### config.mk
export PLATFORM = sky130hd
export DESIGN_NAME = pps_dist
export DESIGN_NICKNAME = d
export VERILOG_FILES = /design/src/design/assert_macros.svh /design/src/design/pps_pkg.sv /design/src/design/pps_dist.sv
export SDC_FILE = /design/constraint.sdc
export NUM_CORES = 1
export LEC_CHECK = 0
export BUFFER_PORTS_ARGS = -buffer_cell sky130_fd_sc_hd__buf_4
export CAP_MARGIN = 40
export CORE_UTILIZATION = 50
export CTS_BUF_LIST = sky130_fd_sc_hd__clkbuf_4
export DETAILED_ROUTE_END_ITERATION = 16
export GPL_TIMING_DRIVEN = 0
export PLACE_DENSITY = 0.67
export SYNTH_ARGS = -nofsm -noshare
export SYNTH_HDL_FRONTEND = slang
export SYNTH_SLANG_ARGS = --single-unit
### constraint.sdc
create_clock -name clk -period 11.5 [get_ports clk]
set_clock_uncertainty 0.05 [all_clocks]
set_input_delay 1.725 -clock clk [delete_from_list [all_inputs] [get_ports clk]]
set_output_delay 1.725 -clock clk [all_outputs]
set_load 0.02 [all_outputs]
### src/design/assert_macros.svh
// Assertion macros for the point store block.
`ifndef ASSERT_MACROS_SVH
`define ASSERT_MACROS_SVH
`ifndef SYNTH
`define ASSERT_IMPL(label, clk, rst_n, a, c) \
  label: assert property (@(posedge clk) disable iff (!rst_n) (a) |-> (c)) \
    else $error("assertion failed");
`define ASSERT_NEXT(label, clk, rst_n, a, c) \
  label: assert property (@(posedge clk) disable iff (!rst_n) (a) |=> (c)) \
    else $error("assertion failed");
`else
`define ASSERT_IMPL(label, clk, rst_n, a, c)
`define ASSERT_NEXT(label, clk, rst_n, a, c)
`endif
`endif

### src/design/pps_pkg.sv
// ----------------------------------------------------------------------------
// Point store package
// Shared constants, codes and types of the polyline point store.
// ----------------------------------------------------------------------------
package pps_pkg;
  localparam int MaxPointsDef = 1024;
  localparam int MaxLinesDef  = 256;
  localparam int CoordBitsDef = 16;
  localparam int DistW = 34;

  typedef enum logic [2:0] {
    MODE_APPEND = 3'd0, MODE_START = 3'd1, MODE_UPDATE = 3'd2,
    MODE_DELETE = 3'd3, MODE_SEARCH = 3'd4
  } mode_t;

  typedef enum logic [1:0] {
    ST_OK = 2'd0, ST_EMPTY = 2'd1, ST_FULL = 2'd2, ST_RANGE = 2'd3
  } status_t;

  typedef enum logic [3:0] {
    S_IDLE, S_LWRITE, S_LREAD, S_LINC, S_SHREAD, S_SHWRITE,
    S_FINDREAD, S_FINDCHK, S_LSHREAD, S_LSHWRITE, S_SREAD, S_SDIFF, S_SCALC, S_DONE
  } state_t;
endpackage

### src/design/pps_dist.sv
// ----------------------------------------------------------------------------
// Squared distance unit
// Squared distance with registered differences and saturation.
// ----------------------------------------------------------------------------
module pps_dist import pps_pkg::*; #(
  parameter int CW = CoordBitsDef
) (
  input  logic                 clk,
  input  logic signed [CW-1:0] qx,
  input  logic signed [CW-1:0] qy,
  input  logic signed [CW-1:0] px,
  input  logic signed [CW-1:0] py,
  output logic [DistW-1:0]     dsq
);
  logic [CW:0] dx, dy;
  logic [CW:0] dx_r, dy_r;
  logic [2*CW+1:0] ext_x, ext_y, sq_x, sq_y;
  logic [2*CW+2:0] sum;
  always_comb begin
    logic signed [CW:0] a, b;
    a = {qx[CW-1], qx} - {px[CW-1], px};
    b = {qy[CW-1], qy} - {py[CW-1], py};
    dx = a[CW] ? -a : a;
    dy = b[CW] ? -b : b;
  end
  always_ff @(posedge clk) begin
    dx_r <= dx;
    dy_r <= dy;
  end
  // The magnitudes are CW+1 bits, so each square is held at full width.
  assign ext_x = (2*CW+2)'(dx_r);
  assign ext_y = (2*CW+2)'(dy_r);
  assign sq_x = ext_x * ext_x;
  assign sq_y = ext_y * ext_y;
  assign sum = {1'b0, sq_x} + {1'b0, sq_y};
  always_comb begin
    if (sum > (2*CW+3)'({DistW{1'b1}})) dsq = {DistW{1'b1}};
    else dsq = DistW'(sum);
  end
endmodule
==> impl_table.tex <==
\begin{tabular}{lr}
\hline
Metric & Value \\
\hline
\multicolumn{2}{l}{\textbf{Die}} \\
\quad Width of the chip & 202 um \\
\quad Placeable core area & 39,100 um2 \\
\quad Die Y-Extent & 202 um \\
\quad Boundary Pins & 99 \\
\quad Floorplan die area & 40,800 um2 \\
\quad Row cnt & 72 \\
\quad Starting utilization of the core area & 51.2\% \\
\multicolumn{2}{l}{\textbf{GRT}} \\
\quad Global-route wire length before repair & 78.0 mm \\
\quad Grt total ovfl & 0 \\
\quad Global-route usage over all layers & 24.2\% \\
\quad Number of antenna violations at the first check in global routing & 2 \\
\quad Vias in the first global route & 15,800 \\
\quad Maximum number of pins on one net before global-route repair & 12 \\
\multicolumn{2}{l}{\textbf{Logic synthesis}} \\
\quad Fraction of synthesis flops using an asynchronous set or reset pin & 0\% \\
\quad Portion of the post-synthesis area used by sequential elements & 3.40\% \\
\quad List of most frequent post-synthesis cells & sky130\_fd\_sc\_hd\_\_inv\_1, sky130\_fd\_sc\_hd\_\_fa\_1, sky130\_fd\_sc\_hd\_\_ha\_1 \\
\quad Net count after synthesis & 2,990 \\
\quad Number of flip-flops and latches in the synthesized netlist & 34 \\
\quad Largest cells by area after synthesis & sky130\_fd\_sc\_hd\_\_fa\_1, sky130\_fd\_sc\_hd\_\_ha\_1, sky130\_fd\_sc\_hd\_\_inv\_1 \\
\quad Mux share of post-synthesis cell area & 0.219\% \\
\quad Dominant cell by count in the synthesized netlist & sky130\_fd\_sc\_hd\_\_inv\_1 \\
\quad Cell taking the most area after synthesis & sky130\_fd\_sc\_hd\_\_fa\_1 \\
\quad Number of enable flip-flop cells after synthesis & 0 \\
\quad Share of synthesized cell area in full adder, half adder and majority cells & 59.4\% \\
\quad Post-Syn Instances & 2,243 \\
\quad Post-Synth Simple-Gate Area & 12.7\% \\
\quad Commonest register cell after synthesis & sky130\_fd\_sc\_hd\_\_dfxtp\_1 \\
\quad Average size of a mapped cell & 8.92 um2 \\
\quad Parity-gate share of the synthesized area counting xor and xnor cells & 4.16\% \\
\quad Post-synth design cell area & 20,000 um2 \\
\quad Count of yosys warnings during synthesis & 0 \\
\quad Dominant combinational cell family by area after synthesis & adder cells \\
\quad Number of unique standard cell types used by synthesis & 72 \\
\quad Area fraction in compound gates after synthesis & 6.76\% \\
\quad Fraction of synthesized cell area taken by the top area cell type & 44.7\% \\
\multicolumn{2}{l}{\textbf{Setup path}} \\
\quad Stage delay of the slowest cell on the critical path & 0.58 ns \\
\quad Max Fanout on Critical Path & 10 \\
\quad Critical path type & reg -> out \\
\quad Setup crit start kind & flop \\
\quad Crit-path most repeated cell & sky130\_fd\_sc\_hd\_\_fa\_1 \\
\quad Endpoint of the worst setup timing path & dsq[11] \\
\quad Critical path data required time & 9.73 ns \\
\quad Critical path capture point type & primary output \\
\quad Highest-delay cell along the critical path & sky130\_fd\_sc\_hd\_\_fa\_1 \\
\quad CP Launch Point & dx\_r[4] \\
\quad Worst endpoint data arrival time & 9.18 ns \\
\multicolumn{2}{l}{\textbf{Worst hold path}} \\
\quad Class of the tightest hold or removal check & in -> reg \\
\quad Hold wc startpoint & py[0] \\
\multicolumn{2}{l}{\textbf{Timing}} \\
\quad RSZ-0062 raised after global routing & no \\
\quad Slew Limit Fails & 0 \\
\quad Post-route worst hold slack & 1.62 ns \\
\quad Time the final worst path needs with I/O delays and setup & 10.95 ns \\
\quad Number of hold violations in the final report & 0 \\
\quad Transition time at the pin with the least slew margin & 0.727 ns \\
\quad Max transition margin & 51.0\% \\
\quad FMAX & 0.0913 GHz \\
\quad Final worst-path cycle share & 95.3\% \\
\quad Setup TNS Final & 0 ns \\
\quad Final number of setup-violating endpoints & 0 \\
\multicolumn{2}{l}{\textbf{Clock network}} \\
\quad CTS Hold Buffers Added & 0 \\
\quad Gates resized, CTS repair & 0 \\
\quad Total clock buffers created by CTS & 5 \\
\quad Clock tree root driver cell & sky130\_fd\_sc\_hd\_\_clkbuf\_4 \\
\quad Sinks on the clock net & 34 \\
\quad Number of levels in the clock H-tree & 2 \\
\quad Post-CTS clock slew at the launch and capture registers of the worst setup and hold paths & 0.12 ns \\
\quad TritonCTS clock tree & yes \\
\quad Number of buffers inserted by post-CTS setup repair & 0 \\
\quad Maximum root-to-sink buffer count & 2 \\
\multicolumn{2}{l}{\textbf{Outcome}} \\
\quad Result of the run & finished clean \\
\multicolumn{2}{l}{\textbf{Detailed routing}} \\
\quad Drt first-iter violations & 903 \\
\quad Routed via count divided by cell count & 5.19 \\
\quad TritonRoute pass-1 iters & 5 \\
\quad Routed Antenna Nets & 0 \\
\quad Total number of vias & 14,900 \\
\quad Routed wirelength normalized by instance count & 16.2 um \\
\quad Total wire length after detailed routing & 46.6 mm \\
\quad Number of DRC violations after detailed routing & 0 \\
\multicolumn{2}{l}{\textbf{Placed design}} \\
\quad Buffers on Ports & 98 \\
\quad GPL Wtd Cong & 0.953 \\
\quad DP HPWL & 42.1 mm \\
\multicolumn{2}{l}{\textbf{Final layout}} \\
\quad Area growth from synthesis to final layout & 7.39\% \\
\quad Final layout net count & 3,096 \\
\quad Share of cells above drive strength 1 & 5.57\% \\
\multicolumn{2}{l}{\textbf{Flow run}} \\
\quad Count of maximum capacitance violations & 0 \\
\hline
\end{tabular}
-- layout by cell type, fill, tap and decap left out, types with 4 or more instances in the layout --
cell type and instances:
sky130_fd_sc_hd__ha_1 235, sky130_fd_sc_hd__nand3b_1 6, sky130_fd_sc_hd__nand2_1 204, sky130_fd_sc_hd__or2_2 6, sky130_fd_sc_hd__o31ai_1 4, sky130_fd_sc_hd__nand3_1 18, sky130_fd_sc_hd__a211oi_1 12, sky130_fd_sc_hd__a211o_1 5
sky130_fd_sc_hd__nor2b_1 18, sky130_fd_sc_hd__dfxtp_1 34, sky130_fd_sc_hd__o211ai_1 6, sky130_fd_sc_hd__xor2_1 35, sky130_fd_sc_hd__clkbuf_4 6, sky130_fd_sc_hd__a21o_1 26, sky130_fd_sc_hd__nor2_1 78, sky130_fd_sc_hd__and3_1 10
sky130_fd_sc_hd__and2_1 111, sky130_fd_sc_hd__clkbuf_1 47, sky130_fd_sc_hd__nor3_1 20, sky130_fd_sc_hd__inv_1 657, sky130_fd_sc_hd__fa_1 447, sky130_fd_sc_hd__or3_1 5, sky130_fd_sc_hd__o21ai_0 29, sky130_fd_sc_hd__a21oi_1 50
sky130_fd_sc_hd__a31oi_1 14, sky130_fd_sc_hd__o2111ai_1 4, sky130_fd_sc_hd__xnor2_1 60, sky130_fd_sc_hd__nand2b_1 13, sky130_fd_sc_hd__nand4_1 5, sky130_fd_sc_hd__o21bai_1 6, sky130_fd_sc_hd__o21ai_1 7, sky130_fd_sc_hd__o21a_1 5
sky130_fd_sc_hd__buf_4 99
-- per-layer routing --
metal | vias up | global-route usage, % | routed length (um)
met3 | 66 | 2.60 | 2720
met2 | 383 | 42.9 | 24100
met5 | - | 0 | 12
met1 | 7537 | 31.5 | 18700
met4 | 2 | 6.25 | 1100
li1 | 6919 | - | -
-- stage by stage --
stage / instance area [um2] / std cells / utilization, % / worst slack, ns
after global placement: 21400 / 2859 / 54.7 / 0.805
after detailed placement: 21400 / 2860 / 54.7 / 1.02
final: 21500 / 2870 / 55.0 / 0.546
after floorplan: 20000 / 2243 / - / 2.52
after global routing: 21500 / 2869 / 55.0 / 0.180
after CTS: 21500 / 2868 / 55.0 / 0.579
-- logic make-up (layout without fill, tap and decap cells) --
family | count (synthesis) | in the layout
AO/OA/AOI/OAI | 203 | 203
flip-flops | 34 | 34
AND/OR/NAND/NOR | 517 | 517
other | 0 | 2
XOR/XNOR | 95 | 95
buffers and inverters | 708 | 815
adder cells (fa/ha/maj) | 682 | 682
multiplexers | 4 | 4
-- registers in the layout, indices dropped and copies added, names as in the netlist --
register / count
dx_r: 17
dy_r: 17
-- worst min-delay path by stage --
stage	slack, ns	depth (start not counted)	to
final	1.62	3	dy_r[0]
after global routing	1.63	3	dy_r[0]
after CTS	1.62	3	dy_r[0]
after detailed placement	2.03	3	dy_r[0]
after global placement	2.03	3	dy_r[0]
after floorplan	1.89	2	dy_r[0]
-- critical path: cells and delay by family, from the launching register on --
family | cells | cell delay, ns
XOR/XNOR | 1 | 0.17
adder cells (fa/ha/maj) | 9 | 4.38
AO/OA/AOI/OAI | 5 | 1.37
AND/OR/NAND/NOR | 2 | 0.26
buffers and inverters | 11 | 2.29
flip-flops | 1 | 0.33
-- layout make-up --
type	instances	area [um2]
fillers	3668	17600
flip-flops and latches	34	681
plain buffers	51	201
well taps	518	648
clock buffers	6	45.0
multi-input cells	1501	16700
diodes	2	5.00
repair buffers	99	743
inverters	657	2470
clock inverters	2	37.5
Power is not shown: default switching activity piles up to over one toggle a cycle in this logic, so the estimate is an artifact.
